`config.mk`:
```
export PLATFORM = sky130hd
export DESIGN_NAME = acars_block_deframer
export DESIGN_NICKNAME = d
export VERILOG_FILES = /design/src/abd_pkg.sv /design/src/abd_front.sv /design/src/abd_queue.sv /design/src/abd_back.sv /design/src/acars_block_deframer.sv
export SDC_FILE = /design/constraint.sdc
export NUM_CORES = 1
export LEC_CHECK = 0
export ABC_AREA = 1
export BUFFER_PORTS_ARGS = -buffer_cell sky130_fd_sc_hd__buf_2
export CAP_MARGIN = 15
export CORE_MARGIN = 2
export CORE_UTILIZATION = 63
export CTS_BUF_LIST = sky130_fd_sc_hd__clkbuf_8
export CTS_CLUSTER_SIZE = 24
export DETAILED_ROUTE_END_ITERATION = 10
export PLACE_DENSITY = 0.92
export SYNTH_ARGS = -nofsm -noshare
export SYNTH_HDL_FRONTEND = slang
export SYNTH_SLANG_ARGS = --single-unit
```
`constraint.sdc`:
```
create_clock -name clk_i -period 4.3 [get_ports clk_i]
set_clock_uncertainty 0.05 [all_clocks]
set_input_delay 0.43 -clock clk_i [delete_from_list [all_inputs] [get_ports clk_i]]
set_output_delay 0.43 -clock clk_i [all_outputs]
set_load 0.02 [all_outputs]
```
`src/abd_pkg.sv`:
```
// ----------------------------------------------------------------------------
// abd_pkg
// shared types and constants of the acars block deframer
// ----------------------------------------------------------------------------
package abd_pkg;

  // framing bytes
  localparam logic [7:0] SynByte = 8'h16;
  localparam logic [7:0] SynInv  = 8'hE9;
  localparam logic [7:0] SohByte = 8'h01;
  localparam logic [7:0] EtxByte = 8'h83;
  localparam logic [7:0] EtbByte = 8'h97;
  localparam logic [7:0] DleByte = 8'h7F;

  localparam logic [3:0] BitsPerByte = 4'd8;

  // configuration reset values
  localparam logic [3:0] MaxPerrReset = 4'd3;
  localparam logic [7:0] DleMinReset  = 8'd20;
  localparam logic [7:0] MaxLenReset  = 8'd240;

  // queue between front and back
  localparam int QueueDepth = 2;
  localparam int QueuePtrW  = $clog2(QueueDepth);
  localparam int QueueCntW  = $clog2(QueueDepth + 1);

  typedef enum logic [2:0] {
    ST_WSYN,
    ST_SYN2,
    ST_SOH1,
    ST_TXT,
    ST_CRC1,
    ST_CRC2,
    ST_END
  } frame_state_e;

  typedef enum logic [1:0] {
    EV_TEXT  = 2'd0,
    EV_DONE  = 2'd1,
    EV_ABORT = 2'd2
  } event_kind_e;

  typedef enum logic [1:0] {
    REG_MAX_PERR = 2'd0,
    REG_DLE_MIN  = 2'd1,
    REG_MAX_LEN  = 2'd2
  } cfg_index_e;

  typedef struct packed {
    logic [3:0] max_parity_errors;
    logic [7:0] dle_min_length;
    logic [7:0] max_text_length;
  } cfg_t;

  typedef struct packed {
    event_kind_e kind;
    logic [7:0]  data;
    logic        pbad;
    logic [7:0]  len;
    logic [7:0]  crc_first;
    logic [7:0]  crc_second;
    logic [4:0]  perr;
  } frame_ev_t;

endpackage

```
`src/abd_front.sv`:
```
// ----------------------------------------------------------------------------
// abd_front
// bit shifter, sync hunt and frame state machine; classifies each byte
// ----------------------------------------------------------------------------
module abd_front (
  input  logic              clk_i,
  input  logic              rst_ni,
  input  abd_pkg::cfg_t     cfg_i,
  input  logic              bit_valid_i,
  input  logic              line_bit_i,
  output logic              ev_valid_o,
  output abd_pkg::frame_ev_t ev_o
);

  abd_pkg::frame_state_e state_q, state_d;
  logic [7:0] shifter_q, shifter_d;
  logic [3:0] bits_q, bits_d;
  logic       inv_q, inv_d;
  logic [7:0] count_q, count_d;
  logic [4:0] perr_q, perr_d;
  logic [7:0] recent0_q, recent0_d;
  logic [7:0] recent1_q, recent1_d;
  logic [7:0] held_q, held_d;

  logic [7:0] byte_w;
  logic [8:0] newcount;
  logic [8:0] trimmed;
  logic       bad;
  logic [4:0] perr_inc;
  logic [4:0] perr_lim;

  assign byte_w   = {line_bit_i ^ inv_q, shifter_q[7:1]};
  assign newcount = {1'b0, count_q} + 9'd1;
  assign trimmed  = (newcount >= 9'd3) ? (newcount - 9'd3) : 9'd0;
  assign bad      = ~(^byte_w);
  assign perr_inc = perr_q + 5'd1;
  assign perr_lim = {1'b0, cfg_i.max_parity_errors} + 5'd1;

  always_ff @(posedge clk_i or negedge rst_ni) begin
    if (!rst_ni) begin
      state_q   <= abd_pkg::ST_WSYN;
      shifter_q <= '0;
      bits_q    <= '0;
      inv_q     <= 1'b0;
      count_q   <= '0;
      perr_q    <= '0;
      recent0_q <= '0;
      recent1_q <= '0;
      held_q    <= '0;
    end else begin
      state_q   <= state_d;
      shifter_q <= shifter_d;
      bits_q    <= bits_d;
      inv_q     <= inv_d;
      count_q   <= count_d;
      perr_q    <= perr_d;
      recent0_q <= recent0_d;
      recent1_q <= recent1_d;
      held_q    <= held_d;
    end
  end

  always_comb begin
    state_d    = state_q;
    shifter_d  = shifter_q;
    bits_d     = bits_q;
    inv_d      = inv_q;
    count_d    = count_q;
    perr_d     = perr_q;
    recent0_d  = recent0_q;
    recent1_d  = recent1_q;
    held_d     = held_q;
    ev_valid_o = 1'b0;
    ev_o       = '0;
    ev_o.kind  = abd_pkg::EV_TEXT;

    if (bit_valid_i) begin
      shifter_d = byte_w;
      if (bits_q > 4'd1) begin
        bits_d = bits_q - 4'd1;
      end else begin
        case (state_q)
          abd_pkg::ST_SYN2: begin
            if (byte_w == abd_pkg::SynByte) begin
              state_d = abd_pkg::ST_SOH1;
              bits_d  = abd_pkg::BitsPerByte;
            end else if (byte_w == abd_pkg::SynInv) begin
              inv_d  = ~inv_q;
              bits_d = abd_pkg::BitsPerByte;
            end else begin
              state_d = abd_pkg::ST_WSYN;
              bits_d  = 4'd1;
            end
          end
          abd_pkg::ST_SOH1: begin
            if (byte_w == abd_pkg::SohByte) begin
              state_d   = abd_pkg::ST_TXT;
              count_d   = '0;
              perr_d    = '0;
              recent0_d = '0;
              recent1_d = '0;
              bits_d    = abd_pkg::BitsPerByte;
            end else begin
              state_d = abd_pkg::ST_WSYN;
              bits_d  = 4'd1;
            end
          end
          abd_pkg::ST_TXT: begin
            ev_valid_o = 1'b1;
            if (bad) begin
              perr_d = perr_inc;
            end
            if ((bad && (perr_inc > perr_lim)) || newcount[8]) begin
              // parity limit or count overflow
              state_d   = abd_pkg::ST_WSYN;
              bits_d    = 4'd1;
              ev_o.kind = abd_pkg::EV_ABORT;
            end else begin
              count_d = newcount[7:0];
              if ((byte_w == abd_pkg::EtxByte) || (byte_w == abd_pkg::EtbByte)) begin
                state_d   = abd_pkg::ST_CRC1;
                bits_d    = abd_pkg::BitsPerByte;
                ev_o.data = byte_w;
                ev_o.pbad = bad;
              end else if ((newcount > {1'b0, cfg_i.dle_min_length}) &&
                           (byte_w == abd_pkg::DleByte)) begin
                // crc taken from the two bytes before the dle
                count_d         = trimmed[7:0];
                state_d         = abd_pkg::ST_END;
                bits_d          = abd_pkg::BitsPerByte;
                ev_o.kind       = abd_pkg::EV_DONE;
                ev_o.len        = trimmed[7:0];
                ev_o.crc_first  = recent1_q;
                ev_o.crc_second = recent0_q;
              end else if (newcount > {1'b0, cfg_i.max_text_length}) begin
                state_d   = abd_pkg::ST_WSYN;
                bits_d    = 4'd1;
                ev_o.kind = abd_pkg::EV_ABORT;
              end else begin
                recent1_d = recent0_q;
                recent0_d = byte_w;
                bits_d    = abd_pkg::BitsPerByte;
                ev_o.data = byte_w;
                ev_o.pbad = bad;
              end
            end
          end
          abd_pkg::ST_CRC1: begin
            held_d  = byte_w;
            state_d = abd_pkg::ST_CRC2;
            bits_d  = abd_pkg::BitsPerByte;
          end
          abd_pkg::ST_CRC2: begin
            state_d         = abd_pkg::ST_END;
            bits_d          = abd_pkg::BitsPerByte;
            ev_valid_o      = 1'b1;
            ev_o.kind       = abd_pkg::EV_DONE;
            ev_o.len        = count_q;
            ev_o.crc_first  = held_q;
            ev_o.crc_second = byte_w;
          end
          abd_pkg::ST_END: begin
            state_d = abd_pkg::ST_WSYN;
            bits_d  = abd_pkg::BitsPerByte;
          end
          default: begin
            // hunt, also taken by unused codes
            state_d = abd_pkg::ST_WSYN;
            if (byte_w == abd_pkg::SynByte) begin
              state_d = abd_pkg::ST_SYN2;
              bits_d  = abd_pkg::BitsPerByte;
            end else if (byte_w == abd_pkg::SynInv) begin
              inv_d   = ~inv_q;
              state_d = abd_pkg::ST_SYN2;
              bits_d  = abd_pkg::BitsPerByte;
            end else begin
              bits_d = 4'd1;
            end
          end
        endcase
      end
    end
    ev_o.perr = perr_d;
  end

endmodule

```
`src/abd_queue.sv`:
```
// ----------------------------------------------------------------------------
// abd_queue
// short fifo of frame events between front and back
// ----------------------------------------------------------------------------
module abd_queue (
  input  logic               clk_i,
  input  logic               rst_ni,
  input  logic               push_i,
  input  abd_pkg::frame_ev_t data_i,
  output logic               full_o,
  input  logic               pop_i,
  output logic               valid_o,
  output abd_pkg::frame_ev_t data_o
);

  abd_pkg::frame_ev_t slots_q [abd_pkg::QueueDepth];
  logic [abd_pkg::QueuePtrW-1:0] wr_q, wr_d;
  logic [abd_pkg::QueuePtrW-1:0] rd_q, rd_d;
  logic [abd_pkg::QueueCntW-1:0] cnt_q, cnt_d;
  logic do_push;
  logic do_pop;

  assign full_o  = (cnt_q == abd_pkg::QueueCntW'(abd_pkg::QueueDepth));
  assign valid_o = (cnt_q != '0);
  assign data_o  = slots_q[rd_q];
  assign do_push = push_i && !full_o;
  assign do_pop  = pop_i && valid_o;

  always_comb begin
    wr_d  = wr_q;
    rd_d  = rd_q;
    cnt_d = cnt_q;
    if (do_push) begin
      wr_d = (wr_q == abd_pkg::QueuePtrW'(abd_pkg::QueueDepth - 1)) ? '0 :
             wr_q + abd_pkg::QueuePtrW'(1);
    end
    if (do_pop) begin
      rd_d = (rd_q == abd_pkg::QueuePtrW'(abd_pkg::QueueDepth - 1)) ? '0 :
             rd_q + abd_pkg::QueuePtrW'(1);
    end
    if (do_push && !do_pop) begin
      cnt_d = cnt_q + abd_pkg::QueueCntW'(1);
    end else if (do_pop && !do_push) begin
      cnt_d = cnt_q - abd_pkg::QueueCntW'(1);
    end
  end

  always_ff @(posedge clk_i or negedge rst_ni) begin
    if (!rst_ni) begin
      wr_q  <= '0;
      rd_q  <= '0;
      cnt_q <= '0;
    end else begin
      wr_q  <= wr_d;
      rd_q  <= rd_d;
      cnt_q <= cnt_d;
    end
  end

  always_ff @(posedge clk_i) begin
    if (do_push) begin
      slots_q[wr_q] <= data_i;
    end
  end

endmodule

```
`src/abd_back.sv`:
```
// ----------------------------------------------------------------------------
// abd_back
// output register that delivers frame events under downstream stall
// ----------------------------------------------------------------------------
module abd_back (
  input  logic               clk_i,
  input  logic               rst_ni,
  input  logic               ev_valid_i,
  input  abd_pkg::frame_ev_t ev_i,
  output logic               pop_o,
  input  logic               out_stall_i,
  output logic               out_valid_o,
  output abd_pkg::frame_ev_t out_ev_o
);

  logic               valid_q, valid_d;
  abd_pkg::frame_ev_t ev_q;

  assign pop_o       = ev_valid_i && (!valid_q || !out_stall_i);
  assign valid_d     = pop_o || (valid_q && out_stall_i);
  assign out_valid_o = valid_q;
  assign out_ev_o    = ev_q;

  always_ff @(posedge clk_i or negedge rst_ni) begin
    if (!rst_ni) begin
      valid_q <= 1'b0;
    end else begin
      valid_q <= valid_d;
    end
  end

  always_ff @(posedge clk_i) begin
    if (pop_o) begin
      ev_q <= ev_i;
    end
  end

endmodule

```
`src/acars_block_deframer.sv`:
```
// ----------------------------------------------------------------------------
// acars_block_deframer
// acars block deframer: hunts sync in a bit stream and reports text bytes,
// completed blocks and aborts
// ----------------------------------------------------------------------------
// One demodulated line bit is taken per transfer, and a new bit can be taken
// in every clock cycle while the queue has room. The frame state machine in
// the front part handles each bit in the cycle it is taken: bytes are shifted
// in lsb first, the sync hunt runs bit by bit, and every completed text byte,
// finished block or abort becomes one event. Events go through a two-entry
// queue and an output register, so each result is registered in a queue slot
// and then in the output register. The input stalls only when the queue is
// full, which needs the output side to stall; at most one result follows per
// bit, and in practice at most one every eight bits. The user writes the three
// configuration registers through the cfg port while the block is idle; the
// block itself does not enforce this, and cfg_ready_o is always high.
// ----------------------------------------------------------------------------
module acars_block_deframer (
  input  logic       clk_i,
  input  logic       rst_ni,
  // bit input
  input  logic       in_valid_i,
  output logic       in_stall_o,
  input  logic       line_bit_i,
  // result output
  output logic       out_valid_o,
  input  logic       out_stall_i,
  output logic [1:0] event_kind_o,
  output logic [7:0] data_byte_o,
  output logic       byte_parity_bad_o,
  output logic [7:0] block_length_o,
  output logic [7:0] crc_first_o,
  output logic [7:0] crc_second_o,
  output logic [4:0] parity_error_count_o,
  // configuration writes
  input  logic       cfg_valid_i,
  output logic       cfg_ready_o,
  input  logic [1:0] cfg_index_i,
  input  logic [7:0] cfg_data_i
);

  abd_pkg::cfg_t      cfg_q, cfg_d;
  logic               bit_take;
  logic               fr_valid;
  abd_pkg::frame_ev_t fr_ev;
  logic               q_full;
  logic               q_valid;
  abd_pkg::frame_ev_t q_ev;
  logic               q_pop;
  abd_pkg::frame_ev_t out_ev;

  // configuration registers, writes beyond the list are dropped
  assign cfg_ready_o = 1'b1;

  always_comb begin
    cfg_d = cfg_q;
    if (cfg_valid_i && cfg_ready_o) begin
      case (cfg_index_i)
        abd_pkg::REG_MAX_PERR: cfg_d.max_parity_errors = cfg_data_i[3:0];
        abd_pkg::REG_DLE_MIN:  cfg_d.dle_min_length    = cfg_data_i;
        abd_pkg::REG_MAX_LEN:  cfg_d.max_text_length   = cfg_data_i;
        default: cfg_d = cfg_q;
      endcase
    end
  end

  always_ff @(posedge clk_i or negedge rst_ni) begin
    if (!rst_ni) begin
      cfg_q.max_parity_errors <= abd_pkg::MaxPerrReset;
      cfg_q.dle_min_length    <= abd_pkg::DleMinReset;
      cfg_q.max_text_length   <= abd_pkg::MaxLenReset;
    end else begin
      cfg_q <= cfg_d;
    end
  end

  // a bit transfer happens whenever a bit is offered and the queue has room
  assign in_stall_o = q_full;
  assign bit_take   = in_valid_i && !in_stall_o;

  abd_front u_front (
    .clk_i       (clk_i),
    .rst_ni      (rst_ni),
    .cfg_i       (cfg_q),
    .bit_valid_i (bit_take),
    .line_bit_i  (line_bit_i),
    .ev_valid_o  (fr_valid),
    .ev_o        (fr_ev)
  );

  abd_queue u_queue (
    .clk_i   (clk_i),
    .rst_ni  (rst_ni),
    .push_i  (fr_valid),
    .data_i  (fr_ev),
    .full_o  (q_full),
    .pop_i   (q_pop),
    .valid_o (q_valid),
    .data_o  (q_ev)
  );

  abd_back u_back (
    .clk_i       (clk_i),
    .rst_ni      (rst_ni),
    .ev_valid_i  (q_valid),
    .ev_i        (q_ev),
    .pop_o       (q_pop),
    .out_stall_i (out_stall_i),
    .out_valid_o (out_valid_o),
    .out_ev_o    (out_ev)
  );

  // result fields
  assign event_kind_o         = out_ev.kind;
  assign data_byte_o          = out_ev.data;
  assign byte_parity_bad_o    = out_ev.pbad;
  assign block_length_o       = out_ev.len;
  assign crc_first_o          = out_ev.crc_first;
  assign crc_second_o         = out_ev.crc_second;
  assign parity_error_count_o = out_ev.perr;

endmodule

```
==> results of run 1 <==
-- cell type report --
class	count	area [µm²]
Clock buffer	17	234.0
Clock inverter	15	177.7
Inverter	95	361.6
Timing Repair Buffer	64	385.4
Sequential cell	197	5540
Tap cell	184	230.2
Multi-Input combinational cell	641	3405
Fill cell	977	4255
-- power groups by stage --
stage | combinational, mW | clock [mW] | sequential, mW
3_5_place_dp | 1.92 | 0 | 2.67
2_1_floorplan | 1.20 | 0 | 2.82
5_1_grt | 2.21 | 1.27 | 2.67
6_report | 1.96 | 1.18 | 2.63
3_3_place_gp | 1.84 | 0 | 2.65
4_1_cts | 1.94 | 1.19 | 2.63
-- flip-flops by register name (all words and copies together) (netlist names) --
register and cells:
u_front.shifter_q 7, u_queue.slots_q 80, u_queue.rd_q 1, u_front.recent0_q 8, u_back.out_ev_o 40, u_front.recent1_q 8, u_queue.cnt_q 2, u_queue.wr_q 1
u_front.bits_q 4, u_front.inv_q 1, u_front.perr_q 5, cfg_q 20, u_front.state_q 3, u_front.held_q 8, u_back.out_valid_o 1, u_front.count_q 8
-- synthesized netlist by cell type, types with 7 or more instances --
cell type / n
nand2_1: 315
edfxtp_1: 120
inv_1: 89
dfrtp_1: 69
o21ai_0: 67
nor2_1: 48
ha_1: 40
nand3_1: 35
a21oi_2: 24
a21oi_1: 20
clkbuf_1: 18
nand2_2: 17
xor2_1: 13
nor3_1: 12
dfstp_2: 8
nand2_4: 7
-- worst max-delay path, cell delays in order (launching register included) --
cell	delay, ns
dfrtp_1	0.42
xnor2_1	0.46
inv_1	0.17
ha_1	0.34
xnor2_1	0.14
or2_2	0.30
nand2_1	0.28
o221ai_1	0.18
nand2_1	0.17
nor2_2	0.09
nand2_1	0.34
inv_1	0.23
o21ai_0	0.12
o22ai_1	0.12
-- through the flow --
stage	hold WS (ns)	std cells	utilization, %
after floorplan	0.08441	959	-
after global placement	0.4047	1180	67.82
after detailed placement	0.4104	1180	67.82
after CTS	0.06664	1212	70.64
after global routing	0.1084	1213	70.83
final	0.01899	1213	70.83
-- cells by family (layout without fill, tap and decap cells) --
| family | after synthesis | count (layout) | share of synthesized area (%) |
|---|---|---|---|
| buffers and inverters | 121 | 191 | 5.407 |
| adder cells (fa/ha/maj) | 40 | 40 | 5.302 |
| AO/OA/AOI/OAI | 126 | 126 | 7.939 |
| other | 1 | 1 | 0.03972 |
| AND/OR/NAND/NOR | 455 | 455 | 20.86 |
| XOR/XNOR | 19 | 19 | 1.763 |
| flip-flops | 197 | 197 | 58.69 |
-- routing by layer --
layer  track usage, %  wire length, µm
met5                0                0
met2            39.41             9157
met3            4.892             1145
met1            33.97             8167
met4            10.08              488
-- worst min path at each step --
stage,start,end,slack [ns],depth (start not counted)
2_1_floorplan,rst_ni,cfg_q[0],0.08,0
3_3_place_gp,u_front.recent1_q[0],u_front.recent1_q[0],0.40,2
3_5_place_dp,u_front.recent1_q[0],u_front.recent1_q[0],0.41,2
4_1_cts,rst_ni,cfg_q[9],0.07,1
5_1_grt,rst_ni,cfg_q[8],0.11,1
6_report,rst_ni,cfg_q[9],0.02,1
==> results.md, run 1 <==
* Place WS at 0.6905 ns
* Cell area after synthesis at 9440 µm²
* Slew @ Worst Pin at 0.9816 ns
* Die Area at 15,980 µm²
* Reg-to-reg endpoint: u_front.count_q[0]
* Final setup margin at 0.7518 ns
* Number of global-route vias before repair at 6,480
* Placed Area at 9894 µm²
* Period Utilization, post-route at 82.52%
* Seq cells post-synth at 197
* Yosys warning total at 0
* Sequential group share of total power at 45.6%
* Final nets at 1,072
* CTS Buffer Depth at 2
* Maximum VDD drop at 0.0002913 V
* Commonest non-fill, non-tap cell in the layout: nand2_1
* Clock-pin slew on the worst setup and hold paths at 0.11 ns
* Syn Area/Cell at 9.844 µm²
* PortBufs at 57
* Sw Ratio at 39.87%
* Final Critical Period at 3.548 ns
* Die Height at 126.4 µm
* # resized after CTS at 0
* R2r setup slk at 0.75 ns
* Post-synth top area cell: edfxtp_1
* Clk network pwr share at 20.5%
* Clk_lat worst skew at 0.49 ns
* RSZ-0062 raised after global routing: no
* Synth Flop Type: edfxtp_1
* Seq/Total Area, Yosys at 58.69%
* Initial antenna violation count at 0
* Beginning of the critical path: u_front.inv_q
* First-pass GRT wire length at 31.23 mm
* Worst Setup EP: u_front.count_q[0]
* Final Max Slew Viols at 0
* Die width at 126.4 µm
* Post-synth EDFFs at 120
* CTS Buf Count at 17
* Critical path class: register to register
* Setup bufs post-CTS at 0
* Yosys cell types at 42
* Hold Vio Cnt, Final at 0
* Total track usage at 24.81%
* CP startpoint kind: register
* Max-Cap Viols at 0
* Top cells by area, synth: edfxtp_1, dfrtp_1, nand2_1
* Most frequent cells in the layout: nand2_1, edfxtp_1, inv_1
* CTS root buffer: clkbuf_8
* Hold Crit Class: input port to asynchronous set/reset pin
* DRC at 0
* CTS tree: built
* P_leak at 4.479 nW
* Final setup vio count at 0
* Required time worst endpoint at 4.61 ns
* # diodes at 0
* Top cell type's share of synthesized area at 38.17%
* Status: finished clean
* FMAX at 281.8 MHz
* P_int at 3.472 mW
* Crit-path max FO at 11
* Critical R2R Launch: u_front.inv_q
* Drt wl/cell at 15.63 µm
* Setup TNS Final at 0 ns
* Ys async rst share at 39.09%
* Core box area at 14,590 µm²
* Rel. slew slack at 34.56%
* Area added between synthesis and finish at 9.464%
* Placement Rows at 44
* Finished Cell Area at 10,330 µm²
* Tot Pwr at 5.774 mW
* Count of hold-fix buffers inserted at cts at 0
* Grt ovf at 0
* Syn_nets at 1,015
* R2R depth at 13
* Mapped Cells at 959
* Final GP Congestion at 0.9363
* Routed WL at 18.96 mm
* Worst Path Arrival at 3.86 ns
* Layout cells sized above 1 at 16.91%
* Router iterations before antenna repair at 7
* Net switching power at 2.303 mW
* Final ANT Viol Nets at 0
* Via/cell ratio at 5.589
* Largest net degree at the start of global routing at 78
* PD cells at 558.8 nW/µm²
* Vias at 6,779
* Comb power frac at 33.9%
* Detailed Route Iter0 Violations at 677
* Clock Sink Count at 197
* IO Pins at 59
* Post-DP HPWL at 13.49 mm
* H-tree levels at 4
* CP Capture Type: register
* Initial core utilization at 64.71%
Power figures use the tool's default switching activity.
==> run 2, diff against run 1 <==
Clock period 4.3 ns to 3.7 ns, I/O delays scaled along.
==> results.md, run 2 (synthesis gave the netlist of run 1 again) <==
* Required time worst endpoint at 4.07 ns
* Setup TNS Final at 0 ns
* Clk network pwr share at 20.3%
* Drt wl/cell at 15.66 µm
* Commonest non-fill, non-tap cell in the layout: nand2_1
* Sequential group share of total power at 45.8%
* Clock-pin slew on the worst setup and hold paths at 0.11 ns
* Die width at 126.4 µm
* Max reg flops at 80
* Post-DP HPWL at 13.42 mm
* Final setup vio count at 0
* PortBufs at 57
* Finished Cell Area at 10,310 µm²
* PD cells at 649.1 nW/µm²
* FMAX at 293.9 MHz
* Final GP Congestion at 0.9059
* Final nets at 1,075
* CTS Buffer Depth at 2
* Core box area at 14,590 µm²
* Hold Crit Class: input port to asynchronous set/reset pin
* CTS root buffer: clkbuf_8
* Final setup margin at 0.2976 ns
* Slew @ Worst Pin at 0.9749 ns
* Vias at 6,779
* Max-Cap Viols at 0
* Critical path class: register to register
* Hold Slack at -0.02526 ns
* Setup bufs post-CTS at 0
* Grt ovf at 0
* Net switching power at 2.639 mW
* Routed WL at 19.04 mm
* Status: finished with violations
* Router iterations before antenna repair at 5
* Final ANT Viol Nets at 0
* P_int at 4.056 mW
* Rel. slew slack at 35.01%
* First-pass GRT wire length at 31.17 mm
* Largest net degree at the start of global routing at 78
* Layout cells sized above 1 at 17.34%
* Total track usage at 24.76%
* Clock Sink Count at 197
* CP startpoint kind: register
* Placement Rows at 44
* CTS Buf Count at 17
* Final Max Slew Viols at 0
* Via/cell ratio at 5.575
* # diodes at 0
* Number of global-route vias before repair at 6,384
* Maximum VDD drop at 0.0003550 V
* Worst Path Arrival at 3.77 ns
* Die Height at 126.4 µm
* Final core occ at 70.69%
* RSZ-0062 raised after global routing: yes
* H-tree levels at 4
* P_leak at 4.478 nW
* CP Capture Type: register
* Initial core utilization at 64.71%
* # placed instances at 1,184
* Period Utilization, post-route at 91.96%
* Hold Vio Cnt, Final at 16
* Place WS at 0.3336 ns
* Comb power frac at 33.9%
* Biggest register: u_queue.slots_q
* Area added between synthesis and finish at 9.251%
* Initial antenna violation count at 0
* DRC at 0
* Crit-path max FO at 14
* Failing checks: negative hold slack
* IO Pins at 59
* Most frequent cells in the layout: nand2_1, edfxtp_1, inv_1
* Placed Area at 9912 µm²
* CTS tree: built
* Clk_lat worst skew at 0.48 ns
* Sw Ratio at 39.42%
* Final Critical Period at 3.402 ns
* Tot Pwr at 6.695 mW
* Layout Cells excl Fill at 1,216
* Die Area at 15,980 µm²
* Detailed Route Iter0 Violations at 695
==> run 2: what timing repair did <==
| action | CTS | global route |
|---|---|---|
| setup endpoints to repair | 0 | 2 |
| gates resized for setup | 0 | 2 |
| hold buffers | 0 | 0 |
==> run 2: critical path, cell delays in order (launching register included) <==
cell,delay (ns)
dfrtp_1,0.41
xnor2_1,0.24
inv_1,0.14
ha_1,0.32
xnor2_1,0.20
or2_2,0.14
nand2_1,0.23
o221ai_1,0.21
nand2_1,0.18
nor2_2,0.31
nand2_1,0.17
nor3_4,0.49
nand2_1,0.15
nand2_1,0.10
==> run 2: layer usage <==
layer	vias up	GRT usage (%)	wire, µm
li1	3261	-	-
met5	-	0	0
met2	289	38.63	8842
met3	39	5.525	1374
met4	0	8.920	467
met1	3190	34.66	8357
==> run 2: final timing paths <==
kind / slack (ns) / cells after the start / endpoint / start
max: 0.30 / 13 / u_front.recent1_q[5] / u_front.inv_q
min: -0.03 / 1 / cfg_q[9] / rst_ni
max reg2reg: 0.30 / 13 / u_front.recent1_q[5] / u_front.inv_q
min reg2reg: 0.44 / 2 / cfg_q[15] / cfg_q[15]
max in group asynchronous: 2.97 / 1 / u_front.shifter_q[7] / rst_ni
min in group clk_i: 0.06 / 3 / cfg_q[4] / cfg_data_i[4]
==> run 2: power by group through the flow <==
stage	sequential (mW)	combinational (mW)	clock [mW]
floorplan	3.28	1.40	0
global placement	3.09	2.15	0
detailed placement	3.11	2.23	0
CTS	3.06	2.26	1.37
global route	3.11	2.54	1.44
finish	3.07	2.27	1.36
==> run 2: layout make-up <==
class	instances	area, µm²
tap	184	230.2
fill	1000	4275
multi-input combinational	641	3412
timing repair buffer	67	375.4
sequential	197	5540
clock buffer	17	234.0
clock inverter	15	160.2
inverter	95	361.6
==> run 3, diff against run 2 <==
Settings changed: CORE_UTILIZATION 63 to 57, PLACE_DENSITY 0.92 to 0.89.
Clock period 3.7 ns to 2.8 ns, I/O delays scaled along.
==> results.md, run 3 (synthesis gave the netlist of run 1 again) <==
* Register area at 5542 µm²
* Critical R2R Launch: u_front.count_q[1]
* Worst Path Arrival at 3.25 ns
* Via/cell ratio at 5.451
* Final GP Congestion at 0.9455
* R2R depth at 18
* Routed WL at 20.55 mm
* Max-Cap Viols at 0
* RSZ-0062 raised after global routing: yes
* Finished Cell Area at 11,120 µm²
* DRC at 0
* First-pass GRT wire length at 31.37 mm
* Layout cells sized above 1 at 24.93%
* Die width at 132.7 µm
* Required time worst endpoint at 3.10 ns
* IO Pins at 59
* Min-delay src: cfg_data_i[2]
* Status: finished with violations
* Vias at 7,125
* Detailed Route Iter0 Violations at 762
* WHS Endpoint: cfg_q[10]
* Clock Sink Count at 197
* Total track usage at 22.66%
* Footprint of the multi-input gates at 3704 µm²
* Critical path class: register to register
* Rel. slew slack at 33.72%
* CTS tree: built
* CTS Buffer Depth at 2
* PD cells at 838.7 nW/µm²
* Final Critical Period at 2.942 ns
* Clock-pin slew on the worst setup and hold paths at 0.10 ns
* Setup TNS Final at -6.585 ns
* Die Area at 17,610 µm²
* Placed Area at 10,250 µm²
* Crit-path max FO at 6
* Most frequent cells in the layout: nand2_1, edfxtp_1, inv_1
* Biggest register: u_queue.slots_q
* Maximum VDD drop at 0.0004691 V
* H-tree levels at 4
* FMAX at 339.9 MHz
* Commonest non-fill, non-tap cell in the layout: nand2_1
* Final ANT Viol Nets at 0
* Number of global-route vias before repair at 6,548
* Largest net degree at the start of global routing at 78
* Reg-to-reg endpoint: u_front.count_q[0]
* Failing checks: negative setup slack
* Layout Cells excl Fill at 1,307
* Router iterations before antenna repair at 6
* PortBufs at 57
* Final setup margin at -0.1424 ns
* Final setup vio count at 89
* Slew @ Worst Pin at 0.9942 ns
* Hold path depth at 3
* # placed instances at 1,254
* Core box area at 16,410 µm²
* R2r setup slk at -0.14 ns
* Grt ovf at 0
* CP startpoint kind: register
* Final core occ at 67.76%
* Drt wl/cell at 15.72 µm
* Period Utilization, post-route at 105.1%
* CP Capture Type: register
* Initial core utilization at 57.54%
* Filler cell count at 1,087
* Area added between synthesis and finish at 17.77%
* Hold Vio Cnt, Final at 0
* # diodes at 0
* Max reg flops at 80
* CTS root buffer: clkbuf_8
* Hold Crit Class: input port to register
* Final Max Slew Viols at 0
* Initial antenna violation count at 0
* Post-DP HPWL at 13.19 mm
* Die Height at 132.7 µm
* Placement Rows at 47
* P_leak at 4.790 nW
* Final nets at 1,130
* Clk_lat worst skew at 0.47 ns
* CTS Buf Count at 17
[run 3: changes by cell type in the layout (fill, tap and decap cells not counted), moves of 7 or more]
cell / before / now
buf_4: 10 / 50
dlygate4sd3_1: 0 / 7
nor3_1: 11 / 4
nor2_1: 46 / 39
nand2_2: 18 / 26
nand2_1: 314 / 306
[run 3: layout make-up]
| type | instances | share of cell area (%) |
|---|---|---|
| repair buffers | 120 | 7.742 |
| multi-input cells | 641 | 33.31 |
| repair inverters | 2 | 0.2251 |
| inverters | 95 | 3.342 |
| clock buffers | 17 | 2.104 |
| well taps | 220 | 2.476 |
| flip-flops and latches | 197 | 49.84 |
| clock inverters | 15 | 0.9566 |
[run 3: timing repair]
action,CTS,global route
gates resized for setup,9,71
setup buffers,1,11
hold buffers,7,0
endpoints found under the hold margin,76,0
pin swaps,0,20
cloned,0,2
setup endpoints to repair,95,99
[run 3: per-layer routing]
metal | global-route usage (%) | vias up | wire length [µm]
met2 | 36.41 | 317 | 10030
li1 | - | 3378 | -
met5 | 0 | - | 0
met1 | 30.35 | 3384 | 8532
met4 | 8.662 | 0 | 587
met3 | 5.134 | 46 | 1398
[run 3: how the worst max path moves through the flow]
stage / startpoint / end / slack, ns
floorplan: u_front.bits_q[0] / u_queue.slots_q[0][0] / 0.11
global placement: u_front.count_q[1] / u_queue.slots_q[0][30] / 0.05
detailed placement: u_front.perr_q[1] / u_queue.slots_q[1][26] / -0.11
CTS: u_front.count_q[1] / u_queue.slots_q[1][26] / 0.003
global route: u_front.count_q[1] / u_front.count_q[5] / -0.35
finish: u_front.count_q[1] / u_front.count_q[0] / -0.14
[run 3: worst max-delay path: stages (launching register included)]
cell and delay [ns]:
dfrtp_1 0.43, ha_2 0.21, nand2_2 0.07, inv_2 0.06, nand4_1 0.15, o21ai_0 0.29
nand2_2 0.12, inv_4 0.10, ha_4 0.14, nand3_2 0.08, nor2_2 0.14, nand2_1 0.08
nand2_2 0.08, nand2_4 0.09, buf_12 0.14, inv_1 0.09, nand2_1 0.20, a21oi_1 0.21
o22ai_1 0.09
[run 3: stage by stage]
step / setup WS, ns / power [mW] / hold WS [ns]
after floorplan: 0.1082 / 6.187 / -0.06559
after global placement: 0.04841 / 7.162 / 0.4168
after detailed placement: -0.1119 / 7.309 / 0.4240
after CTS: 0.002905 / 8.977 / 0.01206
after global routing: -0.3542 / 9.874 / 0.01954
final: -0.1424 / 9.325 / 0.03201
[run 3: report_power, final]
group	internal (mW)	switching, mW
Sequential	3.72	0.269
Clock	0.618	1.00
Combinational	1.23	2.49
Total	5.56	3.76
